### src/sv/cls_pkg.sv
// Shared types, constants and saturation helpers for the stencil step block.
// Used by every module of the block; depends on nothing.
`timescale 1ns / 1ps
`default_nettype none

package cls_pkg;

    // grid capacity and field widths
    localparam int unsigned MAX_CELLS = 1048576;
    localparam int unsigned CNT_W     = 21;
    localparam int unsigned IDX_W     = 20;
    localparam int unsigned VAL_W     = 32;
    localparam int unsigned CFG_IDX_W = 2;

    // configuration register indexes
    localparam logic [CFG_IDX_W-1:0] CFG_SCHEME = 2'd0;
    localparam logic [CFG_IDX_W-1:0] CFG_FLUX   = 2'd1;
    localparam logic [CFG_IDX_W-1:0] CFG_RATIO  = 2'd2;

    // flux kinds
    localparam logic [2:0] FLUX_BURGERS = 3'd0;
    localparam logic [2:0] FLUX_CUBIC   = 3'd1;
    localparam logic [2:0] FLUX_LWR     = 3'd2;
    localparam logic [2:0] FLUX_BL      = 3'd3;
    localparam logic [2:0] FLUX_TRI     = 3'd4;

    // result status codes
    localparam logic [1:0] ST_OK  = 2'd0;
    localparam logic [1:0] ST_SAT = 2'd1;
    localparam logic [1:0] ST_OVF = 2'd2;

    // which of the up to three results of one item is being built
    typedef enum logic [1:0] {
        SLOT_A,
        SLOT_B,
        SLOT_C,
        SLOT_OVF
    } slot_t;

    // controller to datapath
    typedef struct packed {
        logic  load_in;
        logic  flux_start;
        logic  mul_en;
        logic  term_en;
        logic  fin_en;
        logic  commit;
        slot_t slot;
    } cls_cmd_t;

    // datapath to controller
    typedef struct packed {
        logic ovf;
        logic last;
        logic k_ge1;
        logic k_ge2;
        logic flux_done;
    } cls_stat_t;

    // clamp a wide signed value to Q8.24
    function automatic logic signed [31:0] sat32(input logic signed [63:0] x);
        logic signed [31:0] r;
        if (x > 64'sd2147483647) begin
            r = 32'sh7FFF_FFFF;
        end else if (x < -64'sd2147483648) begin
            r = 32'sh8000_0000;
        end else begin
            r = x[31:0];
        end
        return r;
    endfunction

    function automatic logic ovr32(input logic signed [63:0] x);
        return (x > 64'sd2147483647) || (x < -64'sd2147483648);
    endfunction

endpackage

`default_nettype wire

### src/sv/cls_ctrl.sv
// Controller: sequences flux evaluation and the up to three results of each item.
// Depends on cls_pkg.
`timescale 1ns / 1ps
`default_nettype none

module cls_ctrl
    import cls_pkg::*;
(
    input  wire       aclk,
    input  wire       aresetn,
    input  wire       s_valid,
    output logic      s_ready,
    output logic      m_valid,
    input  wire       m_ready,
    input  cls_stat_t stat,
    output cls_cmd_t  cmd
);

    typedef enum logic [2:0] {
        S_IDLE,
        S_FLUX,
        S_MUL,
        S_TERM,
        S_FIN,
        S_HOLD,
        S_COMMIT
    } state_t;

    state_t state_reg;
    slot_t  slot_reg;

    logic accept;
    assign accept = (state_reg == S_IDLE) && s_valid;

    always_ff @(posedge aclk) begin
        if (!aresetn) begin
            state_reg <= S_IDLE;
            slot_reg  <= SLOT_A;
        end else begin
            case (state_reg)
                S_IDLE: begin
                    if (s_valid) begin
                        if (stat.ovf) begin
                            slot_reg  <= SLOT_OVF;
                            state_reg <= S_FIN;
                        end else begin
                            state_reg <= S_FLUX;
                        end
                    end
                end
                S_FLUX: begin
                    // first result of the item, if any
                    if (stat.flux_done) begin
                        if (stat.k_ge2) begin
                            slot_reg  <= SLOT_A;
                            state_reg <= S_MUL;
                        end else if (stat.last && stat.k_ge1) begin
                            slot_reg  <= SLOT_B;
                            state_reg <= S_MUL;
                        end else if (stat.last) begin
                            slot_reg  <= SLOT_C;
                            state_reg <= S_MUL;
                        end else begin
                            state_reg <= S_COMMIT;
                        end
                    end
                end
                S_MUL:  state_reg <= S_TERM;
                S_TERM: state_reg <= S_FIN;
                S_FIN:  state_reg <= S_HOLD;
                S_HOLD: begin
                    if (m_ready) begin
                        case (slot_reg)
                            SLOT_A: begin
                                if (stat.last) begin
                                    slot_reg  <= SLOT_B;
                                    state_reg <= S_MUL;
                                end else begin
                                    state_reg <= S_COMMIT;
                                end
                            end
                            SLOT_B: begin
                                slot_reg  <= SLOT_C;
                                state_reg <= S_MUL;
                            end
                            default: state_reg <= S_COMMIT;
                        endcase
                    end
                end
                S_COMMIT: state_reg <= S_IDLE;
                default:  state_reg <= S_IDLE;
            endcase
        end
    end

    assign s_ready = (state_reg == S_IDLE);
    assign m_valid = (state_reg == S_HOLD);

    assign cmd.load_in    = accept;
    assign cmd.flux_start = accept && !stat.ovf;
    assign cmd.mul_en     = (state_reg == S_MUL);
    assign cmd.term_en    = (state_reg == S_TERM);
    assign cmd.fin_en     = (state_reg == S_FIN);
    assign cmd.commit     = (state_reg == S_COMMIT);
    assign cmd.slot       = slot_reg;

endmodule

`default_nettype wire

### config.mk
export PLATFORM = sky130hd
export DESIGN_NAME = cls_ctrl
export DESIGN_NICKNAME = d
export VERILOG_FILES = /design/src/sv/cls_pkg.sv /design/src/sv/cls_ctrl.sv
export SDC_FILE = /design/constraint.sdc
export NUM_CORES = 1
export LEC_CHECK = 0
export ABC_AREA = 1
export BUFFER_PORTS_ARGS = -buffer_cell sky130_fd_sc_hd__clkbuf_2
export CAP_MARGIN = 20
export CELL_PAD_IN_SITES_DETAIL_PLACEMENT = 0
export CELL_PAD_IN_SITES_GLOBAL_PLACEMENT = 1
export CORE_AREA = 10 10 48 54
export CTS_CLUSTER_SIZE = 16
export DETAILED_ROUTE_END_ITERATION = 8
export DIE_AREA = 0 0 58 64
export PLACE_DENSITY_LB_ADDON = 0.2
export SLEW_MARGIN = 5
export SYNTH_ARGS = -nofsm -noshare
export SYNTH_HDL_FRONTEND = slang
export SYNTH_SLANG_ARGS = --single-unit
### constraint.sdc
create_clock -name aclk -period 1.9 [get_ports aclk]
set_input_delay 0.38 -clock aclk [delete_from_list [all_inputs] [get_ports aclk]]
set_output_delay 0.38 -clock aclk [all_outputs]
set_load 0.02 [all_outputs]
; ---- Yosys cells after proc, flatten, opt, wreduce, memory -nomap -nowiden
; Cells that the tools add are included.
[totals]
register_bits = 5
elab_cells = 44
[op_classes]
n_reduce_logical = 9
eq_ne = 14
muxes = 19
[ops]
columns = cell, count
row1 = $mux W3, 7
row2 = $pmux W3 S6, 1
row3 = $mux W2, 8
row4 = $eq A3 B3 Y1 const B, 3
row5 = $reduce_and A8 Y1, 1
row6 = $eq A3 B2 Y1 const B, 2
row7 = $pmux W2 S3, 1
row8 = $pmux W3 S2, 1
row9 = $ne A2 B1 Y1 const B, 2
row10 = $ne A2 B2 Y1 const B, 2
row11 = $ne A4 B4 Y1 const B, 1
row12 = $pmux W2 S2, 1
row13 = $eq A3 B1 Y1 const B, 1
row14 = $logic_and A1 B1 Y1, 3
row15 = $logic_not A3 Y1, 1
row16 = $ne A3 B1 Y1 const B, 1
row17 = $ne A3 B3 Y1 const B, 1
row18 = $reduce_and A3 Y1, 1
row19 = $reduce_bool A3 Y1, 1
row20 = $eq A2 B1 Y1 const B, 1
row21 = $logic_not A2 Y1, 1
row22 = $logic_not A1 Y1, 1

; ---- Logic depth before layout (Yosys ltp)
; Gate-level depths: netlist of the first run.
[logic_depth]
word_depth = 5
mapped_depth = 9

; ---- Worst setup path after synthesis of the first run
; No wires, ideal clock.
[synth_path]
path_type = flip-flop to output port
from = register state_reg[2]
to = output port cmd[2] in the netlist's numbering
stages_incl_launch_ff = 4
n_path_buf = 1
arrival_ns = 1.053
setup_slack_ns = 0.467
cell_sequence = dfxtp_1 inv_1 buf_2 nor3_1
[synth_rtl]
columns = element, line
row1 = "start, declared", cls_ctrl.sv:29  ; state_t state_reg;
row2 = "start signal, assigned", cls_ctrl.sv:37  ; state_reg <= S_IDLE;
row3 = "start signal, assigned", cls_ctrl.sv:45  ; state_reg <= S_FIN;
row4 = "start signal, assigned", cls_ctrl.sv:47  ; state_reg <= S_FLUX;
row5 = "end, declared", cls_ctrl.sv:16  ; output cls_cmd_t cmd

==> results.yml, run 1 <==
layout:
  n_fill_cell: 172
  layout.nets: 110
  syn_to_final_growth_pct: 27.93
  drive_above_1_share_pct: 29.00
  final_core_util_pct: 37.24
  diodes: 0
  final_area_um2: 573.1
  mostFrequentLayoutCell: "nand2_1"
  largest_reg_flops: 3
  layout_common_cells: "19 x nand2_1, 18 x clkbuf_2, 12 x inv_1, 12 x nand3_1, 11 x nor2_1"
  finalNonFillerCells: 117
place:
  port_buffers: 18
  hpwlAfterDp_um: 1099
  pre_cts_ws_ns: 0.4416
  place_congestion: 0.8310
  dp.cells: 113
  postPlaceCellArea_um2: 546.8
timing:
  finalSetupViolCount: 0
  setup_ws_ns: 0.1985
  max_freq_ghz: 0.5877
  clock_skew_ns: 0.005024
  tightest_slew_ns: 0.3325
  timing.hold.ws_ns: 0.4279
  fin_crit_sh_pct: 89.55
  finalSetupTns_ns: 0
  hold_viol: 0
  rsz0062_at_grt: "no"
  maxSlewHeadroom_pct: 77.81
  final.min_clock_period_ns: 1.701
  slew_violations: 0
power:
  irDropWorstVdd_v: 0.0005894
  p_total_mw: 0.9431
  powerDensity_nw_per_um2: 1646
  power.leakage_nw: 0.3594
critical_path:
  crit_fanout: 11
  r2r-end: "slot_reg[1]"
  crit_required_ns: 1.52
  crit_type: "reg -> out"
  reg2reg_slack_ns: 0.50
  start_kind: "flop"
  r2r_cells: 8
  crit_arrival_ns: 1.32
  worst_setup_path_end_kind: "output pin"
  rr_startpoint: "state_reg[2]"
yosys:
  netlist_area_um2: 447.9
  syn_inst: 80
  synth-seq-cells: 5
  syn-num-nets: 89
  synth_top_cell_by_area: "dfxtp_1"
  syn_area_per_cell_um2: 5.599
  ys_seq_area_share_pct: 22.35
  ys.warnings.count: 0
  synth_top_cell_area_share_pct: 22.35
  ys_types: 17
  synth_area_leaders: "dfxtp_1 22%, nand2_1 16%, nand3_1 13%"
grt:
  use_met1_pct: 9.051
  antenna_found_initial: 0
  met3_usage_pct: 3.953
  met2_usage_pct: 9.543
  grt_busiest_layer: "met2"
  grt_pass1_vias: 504
  gr-usage-all-layers_pct: 7.093
  grt-ovfl-total: 0
  grt_pass1_wl_um: 2180
  grt_max_degree: 12
clocking:
  cts_resized: 0
  post_cts_buffers: 0
  cts_tree: "done"
  clockBufferDepth: 2
  clk_latency_ns: 0.24
  root_buffer: "clkbuf_4"
  clk_pin_slew_ns: 0.04
  cts_buffers: 3
  clock-sinks: 5
  h-tree-depth: 1
  cts_hold_buf: 0
floorplan:
  std_cell_rows: 15
  coreArea_um2: 1539
  dieHeight_um: 64
  die_area_um2: 3712
  initial_core_util_pct: 29.11
  pin_count: 19
  die_w_um: 58
drt:
  ant_nets: 0
  wl_per_cell_um: 11.26
  wl_um: 1317
  drt_iter0_markers: 17
  remaining_drc_errors: 0
  vias: 546
  viasPerCell: 4.667
  firstDrtPassIters: 4
run:
  cap_violations: 0
hold_path:
  min_to: "state_reg[0]"
  worstHoldStart: "aresetn"
  min_path_type: "in -> reg"
  hold_depth: 3
run_status:
  status: "finished clean"
metal layers:
layer | vias up | wire length [µm] | share of wire, %
met3 | 4 | 124 | 9.4
met2 | 22 | 501 | 38
met4 | 0 | 21 | 1.6
met1 | 226 | 670 | 51
li1 | 294 | - | -
met5 | - | 0 | 0
Yosys cell counts:
cell     instances
nand2_1         19
inv_1           12
nand3_1         12
nor2_1          11
a21oi_1          5
dfxtp_1          5
nor2_2           4
inv_2            2
o21ai_0          2
buf_2            1
buf_4            1
nand3_2          1
nand4_1          1
nor2_4           1
nor3_1           1
o211a_1          1
o31ai_1          1
how the worst max path moves through the flow:
stage | from | cells past startpoint | end | slack, ns
after detailed placement | state_reg[2] | 4 | cmd[5] | 0.44
after CTS | state_reg[2] | 4 | cmd[5] | 0.18
after floorplan | state_reg[2] | 3 | cmd[2] | 0.47
after global routing | state_reg[2] | 4 | cmd[7] | 0.07
final | state_reg[2] | 4 | cmd[5] | 0.20
after global placement | state_reg[2] | 4 | cmd[5] | 0.40
layout make-up:
cell class | count | area, µm² | share of cell area [%]
Multi-Input combinational cell | 59 | 282.8 | 49.34
Sequential cell | 5 | 100.1 | 17.47
Timing Repair Buffer | 18 | 90.09 | 15.72
Inverter | 14 | 52.55 | 9.170
Clock buffer | 4 | 26.28 | 4.585
Tap cell | 17 | 21.27 | 3.712
kinds of logic after synthesis:
group,after synthesis,share of synthesized area [%]
simple gates,50,51.40
flops,5,22.35
buf+inv,16,14.52
compound gates,9,11.73
critical path, cell delays in order (launching register included):
cell and delay [ns]:
dfxtp_1 0.35, inv_1 0.28, nand3_1 0.16, inv_1 0.12, clkbuf_2 0.17
report_power, final:
| group | internal, mW | total [mW] | switching [mW] |
|---|---|---|---|
| Clock | 0.0792 | 0.119 | 0.0395 |
| Combinational | 0.196 | 0.610 | 0.415 |
| Sequential | 0.148 | 0.214 | 0.0657 |
No activity file was read; power rests on OpenSTA's default activity.
==> run 2, diff against run 1 <==
--- a/config.mk
+++ b/config.mk
@@ -10,10 +10,10 @@
 export CAP_MARGIN = 20
 export CELL_PAD_IN_SITES_DETAIL_PLACEMENT = 0
 export CELL_PAD_IN_SITES_GLOBAL_PLACEMENT = 1
-export CORE_AREA = 10 10 48 54
+export CORE_AREA = 10 10 50 52
 export CTS_CLUSTER_SIZE = 16
 export DETAILED_ROUTE_END_ITERATION = 8
-export DIE_AREA = 0 0 58 64
+export DIE_AREA = 0 0 60 62
 export PLACE_DENSITY_LB_ADDON = 0.2
 export SLEW_MARGIN = 5
 export SYNTH_ARGS = -nofsm -noshare
==> run 2 against run 1 <==
Net effect: hold slack lost 0.011 ns; sequential power about the same; final cell count unchanged; cell area stayed put; clock skew shrank 0.0041 ns; total power down 0.74%; largest cell class unchanged; maximum frequency fell by 0.51%; core utilization fell by 1.7 points.
==> results.yml, run 2 (synthesis results as in run 1) <==
run_status:
  status: "finished clean"
layout:
  n_fill_cell: 186
  multi_input_area_um2: 282.8
  layout.nets: 110
  syn_to_final_growth_pct: 27.93
  largest_reg_flops: 3
  layout.area.seq_um2: 100.1
  mostFrequentLayoutCell: "nand2_1"
  diodes: 0
  final_core_util_pct: 35.50
  layout_common_cells: "19 x nand2_1, 18 x clkbuf_2, 12 x inv_1, 12 x nand3_1, 11 x nor2_1"
  drive_above_1_share_pct: 29.00
drt:
  ant_nets: 0
  vias: 533
  wl_um: 1222
  remaining_drc_errors: 0
  firstDrtPassIters: 5
  drt_iter0_markers: 13
  viasPerCell: 4.556
  wl_per_cell_um: 10.44
timing:
  final.min_clock_period_ns: 1.710
  hold_viol: 0
  maxSlewHeadroom_pct: 76.15
  rsz0062_at_grt: "no"
  slew_violations: 0
  max_freq_ghz: 0.5847
  finalSetupTns_ns: 0
  tightest_slew_ns: 0.3573
  finalSetupViolCount: 0
  fin_crit_sh_pct: 90.01
  clock_skew_ns: 0.0009270
grt:
  grt_max_degree: 12
  gr-usage-all-layers_pct: 7.155
  grt_pass1_vias: 515
  grt-ovfl-total: 0
  antenna_found_initial: 0
  grt_pass1_wl_um: 2063
place:
  port_buffers: 18
  hpwlAfterDp_um: 1059
  place_congestion: 0.8035
clocking:
  clock-sinks: 5
  clockBufferDepth: 2
  cts_resized: 0
  cts_tree: "done"
  root_buffer: "clkbuf_4"
  cts_hold_buf: 0
  clk_pin_slew_ns: 0.04
  post_cts_buffers: 0
  h-tree-depth: 1
  cts_buffers: 3
  clk_latency_ns: 0.24
critical_path:
  crit_arrival_ns: 1.33
  crit_type: "reg -> out"
  crit_fanout: 11
  start_kind: "flop"
  crit_required_ns: 1.52
  worst_setup_path_end_kind: "output pin"
  r2r_cells: 8
floorplan:
  dieHeight_um: 62
  die_w_um: 60
  coreArea_um2: 1614
  pin_count: 19
  std_cell_rows: 15
  initial_core_util_pct: 27.75
  die_area_um2: 3720
power:
  irDropWorstVdd_v: 0.0004483
  power.leakage_nw: 0.3594
  powerDensity_nw_per_um2: 1634
run:
  cap_violations: 0
hold_path:
  min_path_type: "in -> reg"
  hold_depth: 3
-- run 2: worst max-delay path, cell delays in order (launching register included) --
cell and delay [ns]:
dfxtp_1 0.35, inv_1 0.30, nand2_1 0.16, nor2_1 0.11
clkbuf_2 0.17
-- run 2: report_power, final --
group          internal, mW  switching, mW  total [mW]
logic                 0.196          0.406       0.602
clock network        0.0793         0.0414       0.121
registers             0.148         0.0652       0.214
total                 0.423          0.513       0.936
-- run 2: area by class of cell --
cell class / count / area share [%]
flip-flops and latches: 5 / 17.47
well taps: 17 / 3.712
multi-input cells: 59 / 49.34
repair buffers: 18 / 15.72
clock buffers: 4 / 4.585
inverters: 14 / 9.170
-- run 2: metal layers --
layer	vias to the layer above	GRT usage (%)	wire (µm)
met3	0	3.252	104
met1	227	7.816	538
met4	0	3.846	0
met5	-	0	0
met2	13	11.32	579
li1	293	-	-
-- run 2: per-stage QoR --
step	total power, mW	hold slack (ns)	instance area, µm²	std cells	worst slack, ns
final	0.9361	0.4168	573.1	117	0.1898
after global routing	1.050	0.4228	573.1	117	0.07208
after CTS	0.9562	0.4107	573.1	117	0.1754
after detailed placement	0.8261	0.5115	546.8	113	0.4443
after global placement	0.8434	0.5141	546.8	113	0.3986
after floorplan	0.6788	0.5007	447.9	80	0.4668
-- run 2: worst paths after layout --
check | startpoint | endpoint | slack, ns
hold / removal | aresetn | state_reg[0] | 0.42
setup / recovery | state_reg[2] | cmd[7] | 0.19
setup reg to reg | state_reg[2] | slot_reg[1] | 0.50
hold reg to reg | slot_reg[0] | slot_reg[0] | 0.52
==> run 3, diff against run 2 <==
--- a/config.mk
+++ b/config.mk
@@ -15,6 +15,8 @@
 export DETAILED_ROUTE_END_ITERATION = 8
 export DIE_AREA = 0 0 60 62
 export PLACE_DENSITY_LB_ADDON = 0.2
+export RECOVER_POWER = 25
+export SKIP_LAST_GASP = 1
 export SLEW_MARGIN = 5
 export SYNTH_ARGS = -nofsm -noshare
 export SYNTH_HDL_FRONTEND = slang
==> run 3 against run 2 <==
Net effect: clock skew about the same; cell area decreased by 0.44%; final cell count did not move; maximum frequency did not move; clock-buffer cell count did not move; combinational power decreased by 0.7%; first-iteration DRC count is the same; clock power about the same; wire length down 0.16%; non-clock buffer count stayed put; die area stayed put; largest cell class unchanged.
==> results.yml, run 3 (synthesis results as in run 1) <==
power:
  power.leakage_nw: 0.3529
  powerDensity_nw_per_um2: 1634
  p_total_mw: 0.9323
  irDropWorstVdd_v: 0.0004483
grt:
  antenna_found_initial: 0
  grt_max_degree: 12
  grt_pass1_vias: 515
  gr-usage-all-layers_pct: 7.155
  grt_pass1_wl_um: 2063
  grt-ovfl-total: 0
drt:
  wl_per_cell_um: 10.43
  remaining_drc_errors: 0
  ant_nets: 0
  vias: 533
  wl_um: 1220
  firstDrtPassIters: 5
  drt_iter0_markers: 13
  viasPerCell: 4.556
layout:
  diodes: 0
  mostFrequentLayoutCell: "nand2_1"
  drive_above_1_share_pct: 27.00
  n_fill_cell: 187
  layout_common_cells: "19 x nand2_1, 16 x clkbuf_2, 12 x inv_1, 12 x nand3_1, 11 x nor2_1"
  final_core_util_pct: 35.35
  largest_reg_flops: 3
  layout.nets: 110
  syn_to_final_growth_pct: 27.37
  layout.area.seq_um2: 100.1
  multi_input_area_um2: 282.8
hold_path:
  worstHoldStart: "aresetn"
  min_path_type: "in -> reg"
  hold_depth: 3
  min_to: "state_reg[0]"
critical_path:
  start_kind: "flop"
  critPathSlowestCell: "dfxtp_1"
  rr_startpoint: "state_reg[2]"
  crit_type: "reg -> out"
  crit_arrival_ns: 1.33
  worst_setup_path_end_kind: "output pin"
  r2r-end: "slot_reg[1]"
  reg2reg_slack_ns: 0.50
  path_cells: "inv_1 -> nand2_1 -> nor2_1 -> clkbuf_2"
  crit_fanout: 11
  r2r_cells: 8
  worst_path_largest_cell_delay_ns: 0.35
  crit_required_ns: 1.52
floorplan:
  pin_count: 19
  coreArea_um2: 1614
  initial_core_util_pct: 27.75
  die_area_um2: 3720
  dieHeight_um: 62
  std_cell_rows: 15
  die_w_um: 60
timing:
  finalSetupViolCount: 0
  hold_viol: 0
  final.min_clock_period_ns: 1.710
  rsz0062_at_grt: "no"
  slew_violations: 0
  fin_crit_sh_pct: 90.01
  max_freq_ghz: 0.5847
  finalSetupTns_ns: 0
  maxSlewHeadroom_pct: 76.15
  clock_skew_ns: 0.0009312
  tightest_slew_ns: 0.3573
run:
  cap_violations: 0
place:
  hpwlAfterDp_um: 1059
  port_buffers: 18
  place_congestion: 0.8035
clocking:
  post_cts_buffers: 0
  cts_hold_buf: 0
  clockBufferDepth: 2
  h-tree-depth: 1
  cts_buffers: 3
  clock-sinks: 5
  root_buffer: "clkbuf_4"
  clk_pin_slew_ns: 0.04
  cts_tree: "done"
  clk_latency_ns: 0.24
  cts_resized: 0
run_status:
  status: "finished clean"
[run 3: through the flow]
step           worst slack, ns  cell area (µm²)  std cells  hold WS [ns]
5_1_grt                0.07208            570.5        117        0.4228
4_1_cts                 0.1754            573.1        117        0.4107
3_3_place_gp            0.3986            546.8        113        0.5141
6_report                0.1898            570.5        117        0.4168
2_1_floorplan           0.4668            447.9         80        0.5007
3_5_place_dp            0.4443            546.8        113        0.5115
[run 3: power breakdown]
part           internal (mW)  total (mW)  leakage (nW)  switching (mW)
clock                 0.0793       0.121        0.0150          0.0413
combinational          0.192       0.598         0.297           0.406
sequential             0.148       0.213        0.0414          0.0650
[run 3: how the worst max path moves through the flow]
stage / start / end / slack, ns / cells after the start
global placement: state_reg[2] / cmd[5] / 0.40 / 4
detailed placement: state_reg[2] / cmd[7] / 0.44 / 4
global route: state_reg[2] / cmd[5] / 0.07 / 4
finish: state_reg[2] / cmd[7] / 0.19 / 4
floorplan: state_reg[2] / cmd[2] / 0.47 / 3
CTS: state_reg[2] / cmd[7] / 0.18 / 4
[run 3: worst max-delay path, delay by kind of cell (launching register included)]
kind / cells / cell delay, ns
flip-flops: 1 / 0.35
AND/OR/NAND/NOR: 2 / 0.27
buffers and inverters: 2 / 0.47
[run 3: metal layers]
layer  part of all wire, %  wire length (µm)  vias up  track usage [%]
met1                    45               548      227            7.816
met3                   7.5                91        0            3.252
met5                     0                 0        -                0
li1                      -                 -      293                -
met2                    47               579       13            11.32
met4                     0                 0        0            3.846
[run 3: area by class of cell]
type                            count  area share [%]
Tap cell                           17           3.728
Clock buffer                        4           4.605
Multi-Input combinational cell     59           49.56
Timing Repair Buffer               18           15.35
Inverter                           14           9.211
Sequential cell                     5           17.54
